$ cat config.mk
export PLATFORM = sky130hd
export DESIGN_NAME = xnor_popcount_conv_accumulator_flat
export DESIGN_NICKNAME = d
export VERILOG_FILES = /design/src/xpca_pkg.sv /design/src/xpca_if.sv /design/src/xnor_popcount_conv_accumulator.sv /design/src/xpca_ctrl.sv /design/src/xpca_dp.sv /design/src/flat_wrapper.sv
export SDC_FILE = /design/constraint.sdc
export NUM_CORES = 2
export LEC_CHECK = 0
export ABC_AREA = 1
export BUFFER_PORTS_ARGS = -buffer_cell sky130_fd_sc_hd__clkbuf_2
export CORE_ASPECT_RATIO = 1.75
export CORE_UTILIZATION = 53
export DETAILED_ROUTE_END_ITERATION = 10
export GPL_TIMING_DRIVEN = 0
export MAX_ROUTING_LAYER = met4
export PLACE_DENSITY = 0.69
export SLEW_MARGIN = 20
export SYNTH_ARGS = -nofsm -noshare
export SYNTH_HDL_FRONTEND = slang
export SYNTH_SLANG_ARGS = --single-unit
$ cat constraint.sdc
create_clock -name clk_i -period 9.8 [get_ports clk_i]
set_input_delay 0.49 -clock clk_i [delete_from_list [all_inputs] [get_ports clk_i]]
set_output_delay 0.49 -clock clk_i [all_outputs]
set_load 0.05 [all_outputs]
$ cat src/xpca_pkg.sv
// Package with shared constants, types and the popcount function of the XNOR popcount accumulator.
`timescale 1ns / 1ps

package xpca_pkg;

  localparam int unsigned LANES      = 16;
  localparam int unsigned LANE_W     = $clog2(LANES);
  localparam int unsigned WORD_BITS  = 32;
  localparam int unsigned COUNT_BITS = 20;
  localparam int unsigned PC_W       = $clog2(WORD_BITS + 1);
  localparam int unsigned OPS_W      = 20;
  localparam int unsigned SCALE_W    = 16;
  localparam int unsigned PROD_W     = 2 * SCALE_W;
  localparam int unsigned DIFF_W     = COUNT_BITS + 2;
  localparam int unsigned MUL_W      = DIFF_W + PROD_W + 1;
  localparam int unsigned RES_W      = 54;

  localparam logic [COUNT_BITS-1:0] COUNT_MAX = {COUNT_BITS{1'b1}};

  typedef enum logic [1:0] {
    ST_IDLE,
    ST_SCALE,
    ST_MULT
  } ctrl_state_e;

  typedef struct packed {
    logic acc_en;
    logic fin_en;
    logic scale_en;
    logic load_en;
  } dp_cmd_t;

  function automatic logic [PC_W-1:0] popcount(input logic [WORD_BITS-1:0] v);
    logic [PC_W-1:0] n;
    n = '0;
    for (int i = 0; i < WORD_BITS; i++) begin
      n = n + PC_W'(v[i]);
    end
    return n;
  endfunction

endpackage

$ cat src/xpca_if.sv
// Handshake interfaces for the input item channel and the result channel.
`timescale 1ns / 1ps

interface xpca_in_if;
  logic                                  valid;
  logic                                  ready;
  logic [xpca_pkg::WORD_BITS-1:0]        source_word;
  logic [xpca_pkg::WORD_BITS-1:0]        weight_word;
  logic [xpca_pkg::LANE_W-1:0]           lane;
  logic                                  finish;
  logic [xpca_pkg::OPS_W-1:0]            op_count;
  logic [xpca_pkg::SCALE_W-1:0]          alpha_scale;
  logic [xpca_pkg::SCALE_W-1:0]          k_scale;

  modport source (
    output valid, source_word, weight_word, lane, finish, op_count, alpha_scale, k_scale,
    input  ready
  );
  modport sink (
    input  valid, source_word, weight_word, lane, finish, op_count, alpha_scale, k_scale,
    output ready
  );
endinterface

interface xpca_out_if;
  logic                                  valid;
  logic                                  ready;
  logic signed [xpca_pkg::RES_W-1:0]     scaled_result;
  logic [xpca_pkg::LANE_W-1:0]           result_lane;
  logic                                  saturated;

  modport source (
    output valid, scaled_result, result_lane, saturated,
    input  ready
  );
  modport sink (
    input  valid, scaled_result, result_lane, saturated,
    output ready
  );
endinterface

$ cat src/xnor_popcount_conv_accumulator.sv
// Top level of the binary convolution accumulator: controller plus datapath.
// An accumulate beat is taken in any idle cycle and updates its lane at that clock edge.
// A finish beat presents its result beat after two steps (scale multiply,
// then the signed product into the result register); input stalls in those two steps,
// and longer while an earlier result beat is still waiting to be taken.
// Sustained rate: one accumulate beat per cycle while idle; no beat during a finish.
// Reset clears all lane counts, saturation flags, the controller state and result valid.
`timescale 1ns / 1ps

module xnor_popcount_conv_accumulator (
  input  logic        clk_i,
  input  logic        rst_ni,
  xpca_in_if.sink     in_i,
  xpca_out_if.source  out_o
);

  xpca_pkg::dp_cmd_t cmd;

  xpca_ctrl u_ctrl (
    .clk_i       (clk_i),
    .rst_ni      (rst_ni),
    .in_valid_i  (in_i.valid),
    .in_finish_i (in_i.finish),
    .in_ready_o  (in_i.ready),
    .out_ready_i (out_o.ready),
    .out_valid_o (out_o.valid),
    .cmd_o       (cmd)
  );

  xpca_dp u_dp (
    .clk_i           (clk_i),
    .rst_ni          (rst_ni),
    .cmd_i           (cmd),
    .source_word_i   (in_i.source_word),
    .weight_word_i   (in_i.weight_word),
    .lane_i          (in_i.lane),
    .op_count_i      (in_i.op_count),
    .alpha_scale_i   (in_i.alpha_scale),
    .k_scale_i       (in_i.k_scale),
    .scaled_result_o (out_o.scaled_result),
    .result_lane_o   (out_o.result_lane),
    .saturated_o     (out_o.saturated)
  );

endmodule

$ cat src/xpca_ctrl.sv
// Controller state machine that sequences accumulate and finish beats.
`timescale 1ns / 1ps

module xpca_ctrl (
  input  logic              clk_i,
  input  logic              rst_ni,
  input  logic              in_valid_i,
  input  logic              in_finish_i,
  output logic              in_ready_o,
  input  logic              out_ready_i,
  output logic              out_valid_o,
  output xpca_pkg::dp_cmd_t cmd_o
);

  xpca_pkg::ctrl_state_e state_q, state_d;
  logic                  out_valid_q, out_valid_d;

  always_ff @(posedge clk_i or negedge rst_ni) begin
    if (!rst_ni) begin
      state_q     <= xpca_pkg::ST_IDLE;
      out_valid_q <= 1'b0;
    end else begin
      state_q     <= state_d;
      out_valid_q <= out_valid_d;
    end
  end

  always_comb begin
    state_d     = state_q;
    in_ready_o  = 1'b0;
    cmd_o       = '0;
    out_valid_d = out_valid_q && !out_ready_i;
    case (state_q)
      xpca_pkg::ST_IDLE: begin
        in_ready_o   = 1'b1;
        cmd_o.acc_en = in_valid_i && !in_finish_i;
        cmd_o.fin_en = in_valid_i && in_finish_i;
        if (in_valid_i && in_finish_i) begin
          state_d = xpca_pkg::ST_SCALE;
        end
      end
      xpca_pkg::ST_SCALE: begin
        cmd_o.scale_en = 1'b1;
        state_d        = xpca_pkg::ST_MULT;
      end
      xpca_pkg::ST_MULT: begin
        if (!out_valid_q || out_ready_i) begin
          cmd_o.load_en = 1'b1;
          out_valid_d   = 1'b1;
          state_d       = xpca_pkg::ST_IDLE;
        end
      end
      default: begin
        state_d = xpca_pkg::ST_IDLE;
      end
    endcase
  end

  assign out_valid_o = out_valid_q;

`ifndef SYNTH
  a_fin_to_scale: assert property (@(posedge clk_i) disable iff (!rst_ni)
    (in_valid_i && in_ready_o && in_finish_i) |=> (state_q == xpca_pkg::ST_SCALE))
    else $error("finish beat did not start the scaling step");

  a_scale_to_mult: assert property (@(posedge clk_i) disable iff (!rst_ni)
    (state_q == xpca_pkg::ST_SCALE) |=> (state_q == xpca_pkg::ST_MULT))
    else $error("scaling step was not followed by the multiply step");

  a_no_overwrite: assert property (@(posedge clk_i) disable iff (!rst_ni)
    cmd_o.load_en |-> (!out_valid_q || out_ready_i))
    else $error("result register loaded while holding an untaken beat");

  a_result_held: assert property (@(posedge clk_i) disable iff (!rst_ni)
    (out_valid_q && !out_ready_i) |=> out_valid_q)
    else $error("pending result dropped without being taken");
`endif

endmodule

$ cat src/xpca_dp.sv
// Datapath with the lane accumulators, the scaling multipliers and the result register.
`timescale 1ns / 1ps

module xpca_dp (
  input  logic                                 clk_i,
  input  logic                                 rst_ni,
  input  xpca_pkg::dp_cmd_t                    cmd_i,
  input  logic [xpca_pkg::WORD_BITS-1:0]       source_word_i,
  input  logic [xpca_pkg::WORD_BITS-1:0]       weight_word_i,
  input  logic [xpca_pkg::LANE_W-1:0]          lane_i,
  input  logic [xpca_pkg::OPS_W-1:0]           op_count_i,
  input  logic [xpca_pkg::SCALE_W-1:0]         alpha_scale_i,
  input  logic [xpca_pkg::SCALE_W-1:0]         k_scale_i,
  output logic signed [xpca_pkg::RES_W-1:0]    scaled_result_o,
  output logic [xpca_pkg::LANE_W-1:0]          result_lane_o,
  output logic                                 saturated_o
);

  logic [xpca_pkg::COUNT_BITS-1:0] cnt_q [xpca_pkg::LANES];
  logic [xpca_pkg::LANES-1:0]      sat_q;

  logic [xpca_pkg::PC_W-1:0]       pc;
  logic [xpca_pkg::COUNT_BITS:0]   sum;
  logic                            sum_full;

  logic [xpca_pkg::COUNT_BITS-1:0] fin_cnt_q;
  logic                            fin_sat_q;
  logic [xpca_pkg::LANE_W-1:0]     fin_lane_q;
  logic [xpca_pkg::OPS_W-1:0]      ops_q;
  logic [xpca_pkg::SCALE_W-1:0]    alpha_q;
  logic [xpca_pkg::SCALE_W-1:0]    k_q;

  logic [xpca_pkg::PROD_W-1:0]     scale_q;
  logic signed [xpca_pkg::DIFF_W-1:0] diff_q;
  logic signed [xpca_pkg::MUL_W-1:0]  prod;

  logic signed [xpca_pkg::RES_W-1:0] res_q;
  logic [xpca_pkg::LANE_W-1:0]       res_lane_q;
  logic                              res_sat_q;

  assign pc       = xpca_pkg::popcount(~(source_word_i ^ weight_word_i));
  assign sum      = {1'b0, cnt_q[lane_i]}
                  + {{(xpca_pkg::COUNT_BITS + 1 - xpca_pkg::PC_W){1'b0}}, pc};
  assign sum_full = (sum >= {1'b0, xpca_pkg::COUNT_MAX});

  always_ff @(posedge clk_i or negedge rst_ni) begin
    if (!rst_ni) begin
      for (int i = 0; i < xpca_pkg::LANES; i++) begin
        cnt_q[i] <= '0;
      end
      sat_q <= '0;
    end else if (cmd_i.acc_en) begin
      if (sum_full) begin
        cnt_q[lane_i] <= xpca_pkg::COUNT_MAX;
        sat_q[lane_i] <= 1'b1;
      end else begin
        cnt_q[lane_i] <= sum[xpca_pkg::COUNT_BITS-1:0];
      end
    end else if (cmd_i.fin_en) begin
      cnt_q[lane_i] <= '0;
      sat_q[lane_i] <= 1'b0;
    end
  end

  always_ff @(posedge clk_i) begin
    if (cmd_i.fin_en) begin
      fin_cnt_q  <= cnt_q[lane_i];
      fin_sat_q  <= sat_q[lane_i];
      fin_lane_q <= lane_i;
      ops_q      <= op_count_i;
      alpha_q    <= alpha_scale_i;
      k_q        <= k_scale_i;
    end
  end

  always_ff @(posedge clk_i) begin
    if (cmd_i.scale_en) begin
      scale_q <= xpca_pkg::PROD_W'(alpha_q) * xpca_pkg::PROD_W'(k_q);
      diff_q  <= $signed({1'b0, fin_cnt_q, 1'b0}) - $signed({2'b00, ops_q});
    end
  end

  // The magnitude bound of the difference keeps the product inside the result range.
  assign prod = diff_q * $signed({1'b0, scale_q});

  always_ff @(posedge clk_i) begin
    if (cmd_i.load_en) begin
      res_q      <= prod[xpca_pkg::RES_W-1:0];
      res_lane_q <= fin_lane_q;
      res_sat_q  <= fin_sat_q;
    end
  end

  assign scaled_result_o = res_q;
  assign result_lane_o   = res_lane_q;
  assign saturated_o     = res_sat_q;

endmodule
$ cat src/flat_wrapper.sv
// flat-port wrapper written by rule: the top's interface ports become plain ports
module xnor_popcount_conv_accumulator_flat 
  (clk_i, rst_ni, in_i_valid, in_i_source_word, in_i_weight_word, in_i_lane, in_i_finish, in_i_op_count, in_i_alpha_scale, in_i_k_scale, in_i_ready, out_o_valid, out_o_scaled_result, out_o_result_lane, out_o_saturated, out_o_ready);
  xpca_in_if in_i_i ();
  xpca_out_if out_o_i ();
  input  logic clk_i;
  input  logic rst_ni;
  input wire logic [$bits(in_i_i.valid)-1:0] in_i_valid;
  input wire logic [$bits(in_i_i.source_word)-1:0] in_i_source_word;
  input wire logic [$bits(in_i_i.weight_word)-1:0] in_i_weight_word;
  input wire logic [$bits(in_i_i.lane)-1:0] in_i_lane;
  input wire logic [$bits(in_i_i.finish)-1:0] in_i_finish;
  input wire logic [$bits(in_i_i.op_count)-1:0] in_i_op_count;
  input wire logic [$bits(in_i_i.alpha_scale)-1:0] in_i_alpha_scale;
  input wire logic [$bits(in_i_i.k_scale)-1:0] in_i_k_scale;
  output wire logic [$bits(in_i_i.ready)-1:0] in_i_ready;
  output wire logic [$bits(out_o_i.valid)-1:0] out_o_valid;
  output wire logic [$bits(out_o_i.scaled_result)-1:0] out_o_scaled_result;
  output wire logic [$bits(out_o_i.result_lane)-1:0] out_o_result_lane;
  output wire logic [$bits(out_o_i.saturated)-1:0] out_o_saturated;
  input wire logic [$bits(out_o_i.ready)-1:0] out_o_ready;
  assign in_i_i.valid = in_i_valid;
  assign in_i_i.source_word = in_i_source_word;
  assign in_i_i.weight_word = in_i_weight_word;
  assign in_i_i.lane = in_i_lane;
  assign in_i_i.finish = in_i_finish;
  assign in_i_i.op_count = in_i_op_count;
  assign in_i_i.alpha_scale = in_i_alpha_scale;
  assign in_i_i.k_scale = in_i_k_scale;
  assign in_i_ready = in_i_i.ready;
  assign out_o_valid = out_o_i.valid;
  assign out_o_scaled_result = out_o_i.scaled_result;
  assign out_o_result_lane = out_o_i.result_lane;
  assign out_o_saturated = out_o_i.saturated;
  assign out_o_i.ready = out_o_ready;
  xnor_popcount_conv_accumulator u_core (.clk_i(clk_i), .rst_ni(rst_ni), .in_i(in_i_i), .out_o(out_o_i));
endmodule
==> summary.md <==
| Metric | Value |
|---|---|
| Status | finished with violations |
| Violated checks | setup timing |
| Post-layout util | 58.6% |
| Worst path depth | 31 |
| CTS tree | built |
| Synth cell types | 49 |
| Placer Congestion | 1.17 |
| Top-Level Pins | 186 |
| All-Layer GR Usage | 52.6% |
| Synthesized flop and latch total | 529 |
| Grt total ovfl | 0 |
| CP arrival | 10.66 ns |
| Largest delay share family, worst path | buffers and inverters |
| Worst path max stage delay | 1.35 ns |
| Dpl hpwl | 237 mm |
| Final WS setup | -0.262 ns |
| Post-synth ARST share | 64.1% |
| First-pass GRT wire length | 451 mm |
| Wire length on met3 | 31.2 mm |
| Fill cells | 11500 |
| Worst setup path endpoint | u_core.u_dp.cnt_q[89] |
| Top sig layer | met4 |
| Layout cells sized above 1 | 5.74% |
| CTS clk-pin slew, worst paths | 0.07 ns |
| Port Buffers | 185 |
| Reg-to-reg slack, setup | 0.60 ns |
| Largest cells by area after synthesis | fa_1 25%, nand2_1 16%, dfrtp_1 13% |
| CTS Buffer Depth | 3 |
| Die width | 268 µm |
| Setup violations, final | 313 |
| Critical Path RT | 10.39 ns |
| Initial antenna violation count | 23 |
| Metal1 wirelength | 90.1 mm |
| CP endpoint kind | register |
| CP Max Fanout | 10 |
| Pin count of the biggest net entering global routing | 79 |
| Yosys Warn Count | 0 |
| Setup CP Type | in2reg |
| Hold Crit Class | in2reg |
| Top FF cell, synth | dfrtp_1 |
| CTS Buf Count | 59 |
| Post-layout nets | 10500 |
| Placed cell count | 10700 |
| FF+latch area | 14200 µm² |
| Multi-input gate area | 41900 µm² |
| Initial drt markers | 7354 |
| Core ar. | 123000 µm² |
| Max-slew violations | 0 |
| CTS root buf | clkbuf_16 |
| Hold Violations, Final | 0 |
| Commonest non-fill, non-tap cell in the layout | nand2_1 |
| Final Routed Wirelength | 311 mm |
| Worst-Margin Slew | 1.38 ns |
| Post-synth top area cell | fa_1 |
| End of the worst register-to-register path | u_core.u_dp.cnt_q[319] |
| Row cnt | 170 |
| Sequential cell area fraction in the yosys report | 21.6% |
| Synth top area share | 24.9% |
| WL per Instance | 28.4 µm |
| Pre-antenna DRT Iters | 8 |
| Initial Util | 53.6% |
| Met2 routed wirelength | 144 mm |
| Slowest cell on the critical path | clkinv_1 |
| Dominant cell type by count on the critical path | nand2_1 |
| Critical path startpoint category | primary input |
| Syn Std Cell Area | 65700 µm² |
| Clock period minus worst slack | 10.06 ns |
| Clock tree sinks | 529 |
| Fmax | 99.4 MHz |
| Worst r2r src | u_core.u_dp.cnt_q[0] |
| Highest-count cells in the layout ignoring fill and taps | 2830 x nand2_1, 1948 x inv_1, 819 x fa_1 |
| Fin crit share | 103% |
| Number of synthesized flops with an enable pin | 190 |
| FF-to-FF path depth | 37 |
| Fin cells | 11000 |
| Cells after Synth | 8912 |
| Via/cell ratio | 5.98 |
| Syn nets | 10200 |
| Worst rel slew slack | 8.15% |
| Number of routed nets with antenna violations | 0 |
| Clock Latency Late Sink | 0.75 ns |
| Die Ht | 468 µm |
| Vias post-DR | 65500 |
| Worst setup path start | in_i_lane[1] |
| Vias in the first global route | 64200 |
| Max cap viols | 0 |
| H-tree levels | 2 |
| Max Clock Skew | 0.0649 ns |
| Setup TNS Final | -37.02 ns |
| Critical path buffers and inverters | 10 |
| # DRC | 0 |
| Die area | 126000 µm² |
| Area Growth Syn to Fin | 9.44% |
| Mean post-synth cell area | 7.38 µm² |
metrics by stage:
stage / instance area, µm² / hold slack (ns) / worst slack, ns
6_report: 71900 / 0.0702 / -0.262
5_1_grt: 71900 / 0.0549 / -0.103
4_1_cts: 71700 / 0.00345 / 0.0303
3_5_place_dp: 69100 / 0.411 / -3.45
3_3_place_gp: 68700 / 0.403 / -3.42
2_1_floorplan: 65700 / 0.194 / 2.91
sequential cells by signal (all words and copies together) (netlist names), named ones only:
signal / flops
u_core.u_dp.scaled_result_o: 54
u_core.u_dp.k_q: 16
u_core.u_dp.diff_q: 22
u_core.u_dp.scale_q: 32
u_core.u_dp.alpha_q: 16
u_core.u_dp.fin_lane_q: 4
u_core.u_dp.result_lane_o: 4
u_core.u_ctrl.state_q: 2
u_core.u_dp.ops_q: 20
u_core.u_dp.fin_sat_q: 1
u_core.u_dp.fin_cnt_q: 20
u_core.u_ctrl.out_valid_o: 1
u_core.u_dp.cnt_q: 320
u_core.u_dp.saturated_o: 1
per-layer routing:
metal | GRT usage (%) | up-vias
met2 | 80.3 | 4398
met4 | 57.1 | 0
met1 | 49.3 | 31300
met3 | 17.7 | 2227
li1 | - | 27500
met5 | - | -
timing repair:
action	CTS	global route
pin swaps	1	5
buffers inserted	1	5
gates resized for setup	30	33
hold buffers	49	1
hold endpoints to repair	91	1
endpoints found under the setup margin	336	336
synthesized netlist by cell type (50+ instances only):
cell	instances
o21ai_0	437
ha_1	339
nand4_1	280
edfxtp_1	190
nor2_1	210
nand3b_1	52
xor2_1	86
dfrtp_1	339
nand2_1	2837
fa_1	819
xnor2_1	50
clkbuf_1	394
a21oi_1	140
buf_2	82
nand3_1	399
inv_1	1950
area by class of cell:
cell class / count / share of cell area, %
Multi-Input combinational cell: 5864 / 58.3
Sequential cell: 529 / 19.7
Inverter: 1964 / 10.3
Buffer: 552 / 3.41
Tap cell: 1634 / 2.84
Timing Repair Buffer: 257 / 2.55
Clock buffer: 69 / 2.15
Clock inverter: 40 / 0.638
Antenna cell: 44 / 0.153
how the worst min path moves through the flow:
stage                                         endpoint                 startpoint  cells after the start
after floorplan                              async pin                     rst_ni                      0
after global placement         u_core.u_dp.saturated_o      u_core.u_dp.fin_sat_q                      0
after detailed placement  u_core.u_dp.result_lane_o[0]  u_core.u_dp.fin_lane_q[0]                      0
after CTS                      u_core.u_dp.alpha_q[15]       in_i_alpha_scale[15]                      1
after global routing              u_core.u_dp.ops_q[6]           in_i_op_count[6]                      1
final                             u_core.u_dp.ops_q[6]           in_i_op_count[6]                      1
logic make-up after synthesis:
family / share of synthesized area, %
simple gates: 24.2
xor+xnor: 1.86
flops: 21.6
fa+ha+maj: 31.4
compound gates: 6.14
buf+inv: 14.8
Power is not shown: default switching activity piles up to over one toggle a cycle in this logic, so the estimate is an artifact.
